File: config.mk
export PLATFORM = sky130hd
export DESIGN_NAME = lsdf_sqrt
export DESIGN_NICKNAME = d
export VERILOG_FILES = /design/src/hw/rtl/lsdf_pkg.sv /design/src/hw/rtl/lsdf_sqrt.sv
export SDC_FILE = /design/constraint.sdc
export NUM_CORES = 2
export LEC_CHECK = 0
export BUFFER_PORTS_ARGS = -buffer_cell sky130_fd_sc_hd__buf_2
export CAP_MARGIN = 30
export CORE_MARGIN = 10
export CORE_UTILIZATION = 24
export DETAILED_ROUTE_END_ITERATION = 10
export GPL_TIMING_DRIVEN = 1
export SYNTH_ARGS = -nofsm -noshare
export SYNTH_HDL_FRONTEND = slang
export SYNTH_SLANG_ARGS = --single-unit
File: constraint.sdc
create_clock -name clk -period 3.8 [get_ports clk]
set_input_delay 0.19 -clock clk [delete_from_list [all_inputs] [get_ports clk]]
set_output_delay 0.19 -clock clk [all_outputs]
set_load 0.005 [all_outputs]
File: src/hw/rtl/lsdf_pkg.sv
// lsdf_pkg: shared types, widths and constants of the spring-damper force pipeline
// no dependencies; imported by every module under hw/rtl
`timescale 1ns / 1ps

package lsdf_pkg;

    localparam int FRAC_BITS  = 16;

    localparam int POS_W      = 32;
    localparam int PAR_W      = 31;
    localparam int SQ_W       = 2 * POS_W;
    localparam int LEN_W      = POS_W;
    localparam int SQ_STAGES  = LEN_W;
    localparam int DIV_STAGES = FRAC_BITS + 1;
    localparam int UW         = FRAC_BITS + 1;
    localparam int PW         = POS_W + 1;
    localparam int DOTW       = PW + 2;
    localparam int EW         = LEN_W + 2;
    localparam int AW         = PAR_W + (EW - 1) - FRAC_BITS;
    localparam int BW         = PAR_W + (DOTW - 1) - FRAC_BITS;
    localparam int GW         = BW + 2;
    localparam int TAIL_STAGES = 6;
    localparam int PIPE_DEPTH = 3 + SQ_STAGES + DIV_STAGES + TAIL_STAGES;
    localparam int CFG_IW     = 3;

    typedef enum logic [CFG_IW-1:0] {
        CFG_ANCHOR_X  = 3'd0,
        CFG_ANCHOR_Y  = 3'd1,
        CFG_ANCHOR_Z  = 3'd2,
        CFG_STIFFNESS = 3'd3,
        CFG_DAMPING   = 3'd4,
        CFG_REST_LEN  = 3'd5
    } cfg_idx_t;

    typedef struct packed {
        logic signed [POS_W-1:0] attach_x;
        logic signed [POS_W-1:0] attach_y;
        logic signed [POS_W-1:0] attach_z;
        logic signed [POS_W-1:0] vel_x;
        logic signed [POS_W-1:0] vel_y;
        logic signed [POS_W-1:0] vel_z;
    } in_item_t;

    typedef struct packed {
        logic signed [POS_W-1:0] force_x;
        logic signed [POS_W-1:0] force_y;
        logic signed [POS_W-1:0] force_z;
        logic [PAR_W-1:0]        spring_length;
        logic                    saturated;
    } out_item_t;

    // per-item data that rides alongside the root and divide units
    typedef struct packed {
        logic [2:0][POS_W-1:0] dmag;
        logic [2:0]            dneg;
        logic [2:0][POS_W-1:0] vmag;
        logic [2:0]            vneg;
        logic                  sat;
    } side_t;

    // data carried through the product stages
    typedef struct packed {
        logic [2:0][UW-1:0] umag;
        logic [2:0]         uneg;
        logic [LEN_W-1:0]   len;
        logic               sat;
    } tail_t;

    function automatic logic [POS_W-1:0] mag32(input logic signed [POS_W-1:0] a);
        return a[POS_W-1] ? (~a) + POS_W'(1) : a;
    endfunction

endpackage

File: src/hw/rtl/lsdf_sqrt.sv
// lsdf_sqrt: pipelined integer square root, one result bit per stage
// depends on lsdf_pkg
`timescale 1ns / 1ps

module lsdf_sqrt (
    input  logic                        clk,
    input  logic                        en,
    input  logic [lsdf_pkg::SQ_W-1:0]   radicand,
    output logic [lsdf_pkg::LEN_W-1:0]  root
);
    import lsdf_pkg::*;

    logic [SQ_W-1:0]  rem_reg  [SQ_STAGES];
    logic [LEN_W-1:0] root_reg [SQ_STAGES];

    for (genvar j = 0; j < SQ_STAGES; j++)
    begin : g_stage
        localparam int B = SQ_STAGES - 1 - j;
        logic [SQ_W-1:0]  rem_in;
        logic [LEN_W-1:0] root_in;
        logic [SQ_W+1:0]  trial;
        logic             fits;
        logic [SQ_W-1:0]  rem_next;
        logic [LEN_W-1:0] root_next;

        if (j == 0)
        begin : g_first
            assign rem_in  = radicand;
            assign root_in = '0;
        end
        else
        begin : g_rest
            assign rem_in  = rem_reg[j-1];
            assign root_in = root_reg[j-1];
        end

        // (r + 2^b)^2 - r^2 = r*2^(b+1) + 2^(2b)
        assign trial     = ((SQ_W+2)'(root_in) << (B + 1)) | ((SQ_W+2)'(1) << (2 * B));
        assign fits      = {2'b00, rem_in} >= trial;
        assign rem_next  = fits ? rem_in - trial[SQ_W-1:0] : rem_in;
        assign root_next = fits ? root_in | (LEN_W'(1) << B) : root_in;

        always_ff @(posedge clk)
        begin
            if (en)
            begin
                rem_reg[j]  <= rem_next;
                root_reg[j] <= root_next;
            end
        end
    end

    assign root = root_reg[SQ_STAGES-1];

endmodule

Yosys cells after proc, flatten, opt, wreduce, memory -nomap -nowiden --
Memory sizes are Yosys's and may differ from the RTL's. Cells that the tools add are included.
Storage, ports and cells: RAM bits 3072, bits of input ports 66, memories 2, word-level logic and storage cells 132, output and inout port bits 32, flip-flop bits (word level) 0
Operators by class: mux-type cells 66, $add $sub $neg 32, order comparisons 32
Memory list:
- rem_reg | depth 32, width 64, rd ports 31, clocked after Yosys merged registers in 0, wr ports 32, RTL line lsdf_sqrt.sv:13 | logic [SQ_W-1:0] rem_reg [SQ_STAGES];
- root_reg | depth 32, width 32, rd ports 32, clocked after Yosys merged registers in 0, wr ports 32, RTL line lsdf_sqrt.sv:14 | logic [LEN_W-1:0] root_reg [SQ_STAGES];
Operator list (number):
- $mux 64 | 32
- $ge 64x33->1 | 1
- $ge 64x34->1 | 1
- $ge 64x35->1 | 1
- $ge 64x36->1 | 1
- $ge 64x37->1 | 1
- $ge 64x38->1 | 1
- $ge 64x39->1 | 1
- $ge 64x40->1 | 1
- $ge 64x41->1 | 1
- $ge 64x42->1 | 1
- $ge 64x43->1 | 1
- $ge 64x44->1 | 1
- $ge 64x45->1 | 1
- $ge 64x46->1 | 1
- $ge 64x47->1 | 1
- $ge 64x48->1 | 1
- $ge 64x49->1 | 1
- $ge 64x50->1 | 1
- $ge 64x51->1 | 1
- $ge 64x52->1 | 1
- $ge 64x53->1 | 1
- $ge 64x54->1 | 1
- $ge 64x55->1 | 1
- other kinds (73) | 75

Longest topological paths before layout --
An unclocked memory read counts as a cell.
depth after elaboration 3, mapped depth 15, mapped depth without buffers 13

Worst setup path after synthesis --
Ideal clock, no wire load.
path kind reg-to-reg, start point memory rem_reg[4][33] (netlist bit), end point memory rem_reg[4][120] (netlist bit), data pin, arrival 3.380 ns, clock period less this slack 3.652 ns, library setup time 0.271 ns, setup slack 0.148 ns, data required time 3.529 ns, path buffers 0, cell stages (with the launch flop) 12, cells stage by stage edfxtp_1 ha_1 a21o_1 a21o_1 a21o_1 a2111oi_1 o21ai_0 a2111oi_0 nand4b_1 or2_2 nor4_1 xor2_1
RTL lines (RTL line):
- start, declared | lsdf_sqrt.sv:13

==> impl_results.md <==
* Run status: finished clean
* Worst Hold Slack at 0.175 ns
* CP Cell Sequence: ha_1 -> nand4_1 -> a211oi_1 -> or4b_2 -> a41o_1 -> nand4_1 -> a2111oi_0 -> a211oi_1 -> nand2_1 -> nor3_1 -> xor2_1
* Post-layout min period at 3.69 ns
* CTS tree: built
* Initial antenna violation count at 2
* Antenna Cells at 0
* Total CTS buffers at 237
* Setup-failing EPs final at 0
* Nature of the critical path endpoint: flip-flop
* Placeable Area at 0.497 mm^2
* Syn Area/Cell at 12.6 um^2
* Max IR drop VDD at 0.500 mV
* Crit path kind: flip-flop to flip-flop
* CP startpoint kind: flip-flop
* Slew @ Worst Pin at 0.841 ns
* IO buf count at 97
* ANT nets after route at 0
* Root buf cell: clkbuf_16
* Die X at 726 um
* Max Clock Freq at 0.271 GHz
* H-tree depth at 4
* Clock Path Buffers at 4
* Overall routing resource usage at 8.92%
* Post-layout utilization of the core at 28.4%
* Crit path max fanout at 7
* Most frequent cells in the layout: 2512 x edfxtp_1, 689 x inv_1, 656 x nor2_1
* Initial Util at 24.1%
* Hold Crit Class: input port to flip-flop
* Leak pwr at 52.0 nW
* Reg area at 0.0754 mm^2
* Clock slew at reported path FFs at 0.07 ns
* WP data arrival at 4.28 ns
* Drt first-iter violations at 4255
* Worst-skew pair later-pin latency at 0.98 ns
* Slew Limit Fails at 0
* Finished Layout Cells at 17100
* Synth warnings at 0
* Post-DR vias/cell at 4.32
* Ys async rst share at 0%
* Mapped Area at 0.120 mm^2
* Multi-input gate area at 0.0414 mm^2
* Seq/Total Area, Yosys at 63.0%
* Global-route wire length before repair at 392000 um
* Number of synthesized flops with an enable pin at 2512
* Placement Setup Slack at -0.0708 ns
* TritonRoute pass-1 iters at 8
* DP HPWL at 183000 um
* Congestion Overflow GR at 0
* Required time of the critical path at 4.39 ns
* Vias in the first global route at 76500
* Post-route DRC violation count at 0
* Dominant synthesized flop cell: edfxtp_1
* WL/cell at 14.3 um
* RSZ-0062 raised after global routing: true
* Area growth syn-to-layout at 18.0%
* Placed cell count at 16500
* Cell count after synthesis at 9489
* Final #Nets at 10900
* Die Y at 726 um
* Layout cell share with drive strength beyond 1 at 10.8%
* Filler Cells Inserted at 50300
* Via count at 73900
* Total Wirelength at 245000 um
* Power Density at 562 mW/mm^2
* Max cap viols at 0
* Final setup margin at 0.113 ns
* Slowest-stage cell, CP: a2111oi_0
* Most common cell after layout, fill and taps aside: edfxtp_1
* Ports at 98
* Full die area at 0.528 mm^2
* Max FFs per register at 1984
* Register bit count reported by yosys at 2512
* Slew headroom at 43.2%
* Final Hold Viols at 0
* Tcrit/Tclk final at 97.0%
* Gpl congestion at 0.890
* Rows at 259
* Crit path largest cell delay at 0.68 ns
* Netlist cell types at 90
* Post-Route Skew at 0.134 ns
* # clock sinks at 2512
* Net Count, Synth at 10100
* Largest net degree at the start of global routing at 156
==> power breakdown <==
group	internal, mW	switching, mW	leakage [nW]
combinational	8.06	9.94	24.1
clock	13.6	10.1	3.74
sequential	35.2	2.43	24.2
total	56.8	22.5	52.0
==> Yosys cell counts, drive strengths merged, types with 11 or more instances <==
library cell,number,area [um^2]
nand2,615,2310
nand2b,107,669
o211ai,35,268
o21ai,413,2070
buf,28,145
and2,21,131
nor3,233,1170
o31ai,42,315
clkbuf,149,559
edfxtp,2512,75400
o21a,91,683
nand4,169,1060
a211oi,46,345
a21o,233,1750
nand4b,25,219
nor2,658,2470
a2111oi,15,133
inv,689,2590
o311ai,13,121
a21oi,638,3200
nor3b,24,180
a31oi,51,319
o21bai,54,405
nand3,150,751
or3,93,587
nand3b,24,180
or2,34,213
o41ai,11,104
and4,21,184
and3,38,238
xnor2,459,4020
nor2b,87,544
ha,558,6980
xor2,426,3730
a21boi,21,158
nor4,356,2250
or4,66,503
nor4b,51,447
mux2,77,867
==> timing repair <==
item                       CTS  global route
buffers inserted             0             3
cloned                       0             0
hold endpoints to repair   234             0
gates resized for setup      2            72
hold buffers               129             0
pin swaps                    0             5
setup endpoints to repair    4           217
==> metal layers <==
metal	vias to the layer above	routed length [um]	global-route usage (%)
met5	-	0	0
met4	0	12700	4.21
met3	551	7570	1.26
met2	1229	131000	17.7
met1	35100	93400	9.03
li1	37000	-	-
==> metrics by stage <==
step                      TNS, ns  power (mW)  instance area (um^2)
after global placement     -0.748        55.7                132000
after detailed placement   -0.115        55.9                132000
after CTS                       0        79.9                141000
final                           0        79.3                141000
after floorplan                 0        49.6                120000
after global routing       -0.299        83.7                141000
==> path summary, 6_finish.rpt <==
check / start / endpoint / slack (ns) / cells after the start
setup / recovery: rem_reg[6][19] / rem_reg[6][117] / 0.11 / 11
hold / removal: radicand[62] / rem_reg[0][62] / 0.17 / 4
setup reg to reg: rem_reg[6][19] / rem_reg[6][117] / 0.11 / 11
hold reg to reg: rem_reg[1][101] / rem_reg[1][165] / 0.37 / 0
==> cells by family after synthesis <==
group                      count (synthesis)  share of synthesized area (%)
adders and majority gates                558                           5.83
DFF                                     2512                           63.0
buffers and inverters                    867                           2.75
xor gates and xnor gates                 885                           6.47
muxes                                     85                          0.791
and+or+nand+nor                         2803                           12.0
AOI/OAI and AO/OA                       1779                           9.12
==> final cells by class <==
type                            count  area share, %
Multi-Input combinational cell   6110           29.3
Inverter                          690           1.83
Sequential cell                  2512           53.4
Tap cell                         6655           5.90
Clock buffer                      283           4.34
Timing Repair Buffer              714           4.09
Clock inverter                    145           1.10
==> worst max-delay path: cells and delay by family, from the launching register on <==
kind / cells / cell delay (ns)
AOI/OAI and AO/OA: 4 / 1.49
DFF: 1 / 0.41
adders and majority gates: 1 / 0.42
and+or+nand+nor: 5 / 0.98
xor gates and xnor gates: 1 / 0.15
No activity file was read; power rests on OpenSTA's default activity.
