[src/hw/rtl/lsdf_pkg.sv]
// lsdf_pkg: shared types, widths and constants of the spring-damper force pipeline
// no dependencies; imported by every module under hw/rtl
`timescale 1ns / 1ps

package lsdf_pkg;

    localparam int FRAC_BITS  = 16;

    localparam int POS_W      = 32;
    localparam int PAR_W      = 31;
    localparam int SQ_W       = 2 * POS_W;
    localparam int LEN_W      = POS_W;
    localparam int SQ_STAGES  = LEN_W;
    localparam int DIV_STAGES = FRAC_BITS + 1;
    localparam int UW         = FRAC_BITS + 1;
    localparam int PW         = POS_W + 1;
    localparam int DOTW       = PW + 2;
    localparam int EW         = LEN_W + 2;
    localparam int AW         = PAR_W + (EW - 1) - FRAC_BITS;
    localparam int BW         = PAR_W + (DOTW - 1) - FRAC_BITS;
    localparam int GW         = BW + 2;
    localparam int TAIL_STAGES = 6;
    localparam int PIPE_DEPTH = 3 + SQ_STAGES + DIV_STAGES + TAIL_STAGES;
    localparam int CFG_IW     = 3;

    typedef enum logic [CFG_IW-1:0] {
        CFG_ANCHOR_X  = 3'd0,
        CFG_ANCHOR_Y  = 3'd1,
        CFG_ANCHOR_Z  = 3'd2,
        CFG_STIFFNESS = 3'd3,
        CFG_DAMPING   = 3'd4,
        CFG_REST_LEN  = 3'd5
    } cfg_idx_t;

    typedef struct packed {
        logic signed [POS_W-1:0] attach_x;
        logic signed [POS_W-1:0] attach_y;
        logic signed [POS_W-1:0] attach_z;
        logic signed [POS_W-1:0] vel_x;
        logic signed [POS_W-1:0] vel_y;
        logic signed [POS_W-1:0] vel_z;
    } in_item_t;

    typedef struct packed {
        logic signed [POS_W-1:0] force_x;
        logic signed [POS_W-1:0] force_y;
        logic signed [POS_W-1:0] force_z;
        logic [PAR_W-1:0]        spring_length;
        logic                    saturated;
    } out_item_t;

    // per-item data that rides alongside the root and divide units
    typedef struct packed {
        logic [2:0][POS_W-1:0] dmag;
        logic [2:0]            dneg;
        logic [2:0][POS_W-1:0] vmag;
        logic [2:0]            vneg;
        logic                  sat;
    } side_t;

    // data carried through the product stages
    typedef struct packed {
        logic [2:0][UW-1:0] umag;
        logic [2:0]         uneg;
        logic [LEN_W-1:0]   len;
        logic               sat;
    } tail_t;

    function automatic logic [POS_W-1:0] mag32(input logic signed [POS_W-1:0] a);
        return a[POS_W-1] ? (~a) + POS_W'(1) : a;
    endfunction

endpackage

[src/hw/rtl/lsdf_div.sv]
// lsdf_div: pipelined restoring divider, (dmag << FRAC_BITS) / len, one quotient bit per stage
// depends on lsdf_pkg
`timescale 1ns / 1ps

module lsdf_div (
    input  logic                        clk,
    input  logic                        en,
    input  logic [lsdf_pkg::POS_W-1:0]  dmag,
    input  logic [lsdf_pkg::LEN_W-1:0]  len,
    output logic [lsdf_pkg::UW-1:0]     quo
);
    import lsdf_pkg::*;

    localparam int RW = POS_W + FRAC_BITS;

    logic [RW-1:0]    rem_reg [DIV_STAGES];
    logic [LEN_W-1:0] den_reg [DIV_STAGES];
    logic [UW-1:0]    quo_reg [DIV_STAGES];

    for (genvar j = 0; j < DIV_STAGES; j++)
    begin : g_stage
        localparam int K = DIV_STAGES - 1 - j;
        logic [RW-1:0]    rem_in;
        logic [LEN_W-1:0] den_in;
        logic [UW-1:0]    quo_in;
        logic [RW:0]      trial;
        logic             fits;
        logic [RW-1:0]    rem_next;
        logic [UW-1:0]    quo_next;

        if (j == 0)
        begin : g_first
            assign rem_in = RW'(dmag) << FRAC_BITS;
            assign den_in = len;
            assign quo_in = '0;
        end
        else
        begin : g_rest
            assign rem_in = rem_reg[j-1];
            assign den_in = den_reg[j-1];
            assign quo_in = quo_reg[j-1];
        end

        assign trial    = (RW+1)'(den_in) << K;
        assign fits     = {1'b0, rem_in} >= trial;
        assign rem_next = fits ? rem_in - trial[RW-1:0] : rem_in;
        assign quo_next = fits ? quo_in | (UW'(1) << K) : quo_in;

        always_ff @(posedge clk)
        begin
            if (en)
            begin
                rem_reg[j] <= rem_next;
                den_reg[j] <= den_in;
                quo_reg[j] <= quo_next;
            end
        end
    end

    assign quo = quo_reg[DIV_STAGES-1];

endmodule

[config.mk]
export PLATFORM = sky130hd
export DESIGN_NAME = lsdf_div
export DESIGN_NICKNAME = d
export VERILOG_FILES = /design/src/hw/rtl/lsdf_pkg.sv /design/src/hw/rtl/lsdf_div.sv
export SDC_FILE = /design/constraint.sdc
export NUM_CORES = 2
export LEC_CHECK = 0
export BUFFER_PORTS_ARGS = -buffer_cell sky130_fd_sc_hd__buf_2
export CAP_MARGIN = 30
export CORE_ASPECT_RATIO = 0.8
export CORE_UTILIZATION = 65
export DETAILED_ROUTE_END_ITERATION = 8
export PLACE_DENSITY_LB_ADDON = 0.05
export SLEW_MARGIN = 30
export SYNTH_ARGS = -nofsm -noshare
export SYNTH_HDL_FRONTEND = slang
export SYNTH_SLANG_ARGS = --single-unit
[constraint.sdc]
create_clock -name clk -period 6.2 [get_ports clk]
set_input_delay 0.31 -clock clk [delete_from_list [all_inputs] [get_ports clk]]
set_output_delay 0.31 -clock clk [all_outputs]
set_load 0.02 [all_outputs]
==> Yosys cells after proc, flatten, opt, wreduce, memory -nomap -nowiden <==
Memories as Yosys holds them, arrays and structs flattened.
Index checks and enable logic that the tools add are counted.
{ "word_totals": {"wordCells": 73, "input_bits": 66, "ff_bits": 0, "latchBits": 0, "mem_bits_rw": 1649, "mem_count": 3, "rom_bits": 0} }
{ "memory_table": {"columns": ["memory", "depth", "word_bits", "read_ports", "rd_clocked_by_memory_dff", "wr", "line", "rtl"], "rows": [
  ["rem_reg", 17, 48, 16, 0, 17, "lsdf_div.sv:16", "logic [RW-1:0] rem_reg [DIV_STAGES];"],
  ["den_reg", 17, 32, 16, 0, 17, "lsdf_div.sv:17", "logic [LEN_W-1:0] den_reg [DIV_STAGES];"],
  ["quo_reg", 17, 17, 17, 0, 17, "lsdf_div.sv:18", "logic [UW-1:0] quo_reg [DIV_STAGES];"]
]} }
{ "op_classes": {"addsub": 17, "n_reduce_logical": 0, "muxes": 36, "shifts": 0, "n_bitwise": 0, "div": 0, "n_eq_ne": 0, "multipliers": 0, "order_cmp": 17} }
{ "op_table": {"columns": ["operator", "n"], "rows": [
  ["48-bit 2-to-1 mux", 17],
  ["48-bit by 32-bit greater-or-equal comparator with 1-bit output", 1],
  ["48-bit by 33-bit greater-or-equal comparator with 1-bit output", 1],
  ["48-bit by 34-bit greater-or-equal comparator with 1-bit output", 1],
  ["48-bit by 35-bit greater-or-equal comparator with 1-bit output", 1],
  ["48-bit by 36-bit greater-or-equal comparator with 1-bit output", 1],
  ["48-bit by 37-bit greater-or-equal comparator with 1-bit output", 1],
  ["48-bit by 38-bit greater-or-equal comparator with 1-bit output", 1],
  ["48-bit by 39-bit greater-or-equal comparator with 1-bit output", 1],
  ["48-bit by 40-bit greater-or-equal comparator with 1-bit output", 1],
  ["48-bit by 41-bit greater-or-equal comparator with 1-bit output", 1],
  ["48-bit by 42-bit greater-or-equal comparator with 1-bit output", 1],
  ["48-bit by 43-bit greater-or-equal comparator with 1-bit output", 1],
  ["48-bit by 44-bit greater-or-equal comparator with 1-bit output", 1],
  ["48-bit by 45-bit greater-or-equal comparator with 1-bit output", 1],
  ["48-bit by 46-bit greater-or-equal comparator with 1-bit output", 1],
  ["48-bit by 47-bit greater-or-equal comparator with 1-bit output", 1],
  ["48-bit greater-or-equal comparator", 1],
  ["48-bit by 32-bit subtractor with 48-bit output", 1],
  ["48-bit by 33-bit subtractor with 48-bit output", 1],
  ["48-bit by 34-bit subtractor with 48-bit output", 1],
  ["48-bit by 35-bit subtractor with 48-bit output", 1],
  ["48-bit by 36-bit subtractor with 48-bit output", 1],
  ["48-bit by 37-bit subtractor with 48-bit output", 1],
  ["28 further kinds", 30]
]} }

==> Longest topological paths before layout <==
An unclocked memory read counts as a cell.
{ "depth": {"word_depth": 3, "mapped_depth": 15} }

==> Worst setup path after synthesis <==
OpenSTA, ideal clock, no wires.
{ "synth_timing": {"kind": "register to register", "from": "memory rem_reg[0][533] (netlist bit)", "to": "memory rem_reg[0][605] (netlist bit) (data pin)", "slack_ns": 2.804, "arrival_time_ns": 3.125, "setup_ns": 0.270, "synth_period_minus_slack_ns": 3.396, "path_stages_with_launch": 13, "required_time_ns": 5.930, "path_cell_list": "edfxtp_1 -> fa_1 -> a211oi_1 -> o31ai_1 -> a31oi_1 -> o211ai_1 -> a221o_1 -> a221oi_2 -> o221ai_1 -> buf_2 -> clkbuf_1 -> nor2_1 -> a21oi_1"} }
{ "synth_rtl": {"columns": ["element", "line"], "rows": [
  ["start, declared", "lsdf_div.sv:16"]
]} }

==> metrics <==
# placed instances roughly 8600; critical path's largest stage delay roughly 700 ps; Post-synth EDFFs ~1300; dpl cell area just under 80000 um^2; Non-Filler Instances just under 9000; actual slew at the worst max-slew pin 1020 ps; root cell of the clock tree clkbuf_16; cts bufs inserted between 100 and 150; Primary FF master, synth edfxtp_1; Synth cell types about 100; global route overflow 0; Seq/Total Area, Yosys 0.512; Final setup viols 0; initial core utilization 0.660; Tot Pwr approximately 40000 uW; # resized after CTS 0; run status complete, but fails checks; post-route cell area 83100 um^2; Die Y a little over 300 um; layout cell share with drive strength beyond 1 0.0692; Post-Synthesis Cells between 7000 and 8000; crit start category flip-flop; leading cell type in the layout, fill and taps excluded edfxtp_1; syn nets ~7700; final wirelength about 190000 um; max-slew violation count 0; Die Span X 384 um; post-synthesis register bit count roughly 1300; failing checks negative hold slack; total number of vias between 50000 and 60000; CP Buf/Inv Count 2; largest family of logic cells by synthesized area compound AO/OA/AOI/OAI gates; DP Wirelength 144000 um; Max clock buf depth 3; Synth-to-Final Area Change 9.29%; Residual DRC 0; Via density 6.27; Worst Skew roughly 38 ps; area share of fa/ha/maj cells after synthesis 0.0936; gpl congestion around 0.98; PD cells between 400 and 500 nW/um^2; Setup TNS 0 ps; Mapped Area about 76000 um^2; nets approximately 7900; num ports 83; drt pass-1 iters 6; Routed Antenna Nets 0; CP most frequent cell ha_1; most frequent cells in the layout 1297 x edfxtp_1, 683 x a21oi_1, 679 x inv_1, 543 x ha_1, 519 x nand2_1; DIE AREA roughly 120000 um^2; Std-Cell Rows roughly 110; top cell family by delay on the critical path simple AND/OR/NAND/NOR gates; r2r setup slk between 1500 and 2000 ps; CP endpoint kind flip-flop; Slew HR 0.312; Avg WL per Cell 21.4 um; clk sink count 1297; H-Tree Depth 4; Synth Area in Compound Gates 0.159; CP Cell Sequence inv_1 > ha_1 > ha_1 > nand3_1 > nor4_1 > nand3b_1 > and4b_1 > nand2_1 > a2111o_1 > and2_2 > buf_4 > nor2_1 > a21oi_1; Fin. Hold Viols 3; post-synthesis xor/xnor area fraction 0.0651; WP data arrival just over 5000 ps; # port buffers slightly above 80; worst hold path type in -> reg; CP Data Required Time roughly 6700 ps; Iter 0 DRT Violations ~6600; vias in the first global route 50800; Synth Warn # 0; asr flop ratio synth 0; Slowest-stage cell, CP and2_2; Final period util 0.748; critical-path maximum fanout 39; IR drop worst, VDD 0.000339 V; max-cap violations 0; max reg flops roughly 630; Syn Area/Cell 10.7 um^2; Std-Cell Core Area 115000 um^2; RSZ-0062 raised after global routing no; Crit Path Category reg -> reg; minimum clock period around 4600 ps; gr usage total 0.319; post-synthesis mux area share 0.0153; Leak Pwr 0.0335 uW; Skew-Pair Late Insertion Delay 790 ps; clock-pin slew on the worst setup and hold paths 60 ps; Max Freq 216 MHz; initial antenna violation count 13; CTS tree done; simple logic cell fraction of the synthesized area 0.109; first-pass GRT wire length between 200000 and 300000 um; largest net degree at the start of global routing approximately 170; Hold Slack -6.73 ps
per-layer routing:
layer | share of wire | track usage
met1 | 0.47 | 0.513
met2 | 0.39 | 0.426
met3 | 0.11 | 0.0783
met4 | 0.022 | 0.0812
met5 | 0.00028 | 0
metrics by stage:
step | setup WS (ps) | hold slack (ps) | util
final | 1560 | -6.73 | 0.721
after global routing | 1450 | 36.0 | 0.721
after CTS | 1890 | 50.5 | 0.720
after detailed placement | 1910 | 405 | 0.677
after global placement | 1960 | 401 | 0.677
after floorplan | 2800 | 400 | -
cells in the mapped netlist (all sizes together), types with 38 or more instances:
cell | count | area [um^2]
o21ai | 482 | 2420
clkbuf | 168 | 631
nand2b | 68 | 425
nand3 | 140 | 701
nand4 | 112 | 701
nor4 | 45 | 294
ha | 543 | 6790
a21oi | 686 | 3440
a21o | 291 | 2180
mux2 | 102 | 1150
xor2 | 237 | 2080
nand2 | 519 | 1950
edfxtp | 1297 | 38900
o21a | 63 | 473
o211ai | 44 | 335
a31oi | 57 | 363
nor2 | 483 | 1810
o31ai | 38 | 295
inv | 681 | 2560
buf | 46 | 221
and3 | 50 | 313
nor3 | 103 | 515
a211oi | 42 | 333
o21bai | 69 | 529
nor2b | 64 | 403
xnor2 | 328 | 2870
timing repair:
item	CTS	global route
buffers inserted	0	0
hold buffers	64	0
endpoints found under the hold margin	64	0
final timing paths:
| path | from | cells after the start | end |
|---|---|---|---|
| worst max register to register | den_reg[0][161] | 13 | rem_reg[0][300] |
| worst min register to register | quo_reg[1][16] | 0 | quo_reg[2][16] |
| worst max-delay path | den_reg[0][161] | 13 | rem_reg[0][300] |
| worst min-delay path | en | 1 | rem_reg[0][476] |
logic make-up after synthesis:
family	count (synthesis)
flops	1297
fa+ha+maj	559
mux	103
buf+inv	895
xor+xnor	565
simple gates	1744
compound gates	1961
power by group:
group | total [uW] | internal [uW] | switching, uW
clock | 7960 | 4400 | 3560
sequential | 14500 | 12900 | 1660
combinational | 17500 | 7120 | 10400
total | 40000 | 24400 | 15600
layout make-up:
class / count / area, um^2
Fill cell: 8270 / 32200
Clock inverter: 81 / 922
Multi-Input combinational cell: 4932 / 33800
Antenna cell: 3 / 7.51
Timing Repair Buffer: 188 / 1510
Clock buffer: 159 / 3400
Inverter: 681 / 2560
Sequential cell: 1297 / 38900
Tap cell: 1525 / 1910
worst reg2reg max path: cells and delay by family (launching register included):
kind,cells,cell delay [ps]
AND/OR/NAND/NOR,7,2070
AO/OA/AOI/OAI,2,710
flip-flops,1,630
buffers and inverters,2,490
adder cells (fa/ha/maj),2,460
Power figures use the tool's default switching activity.
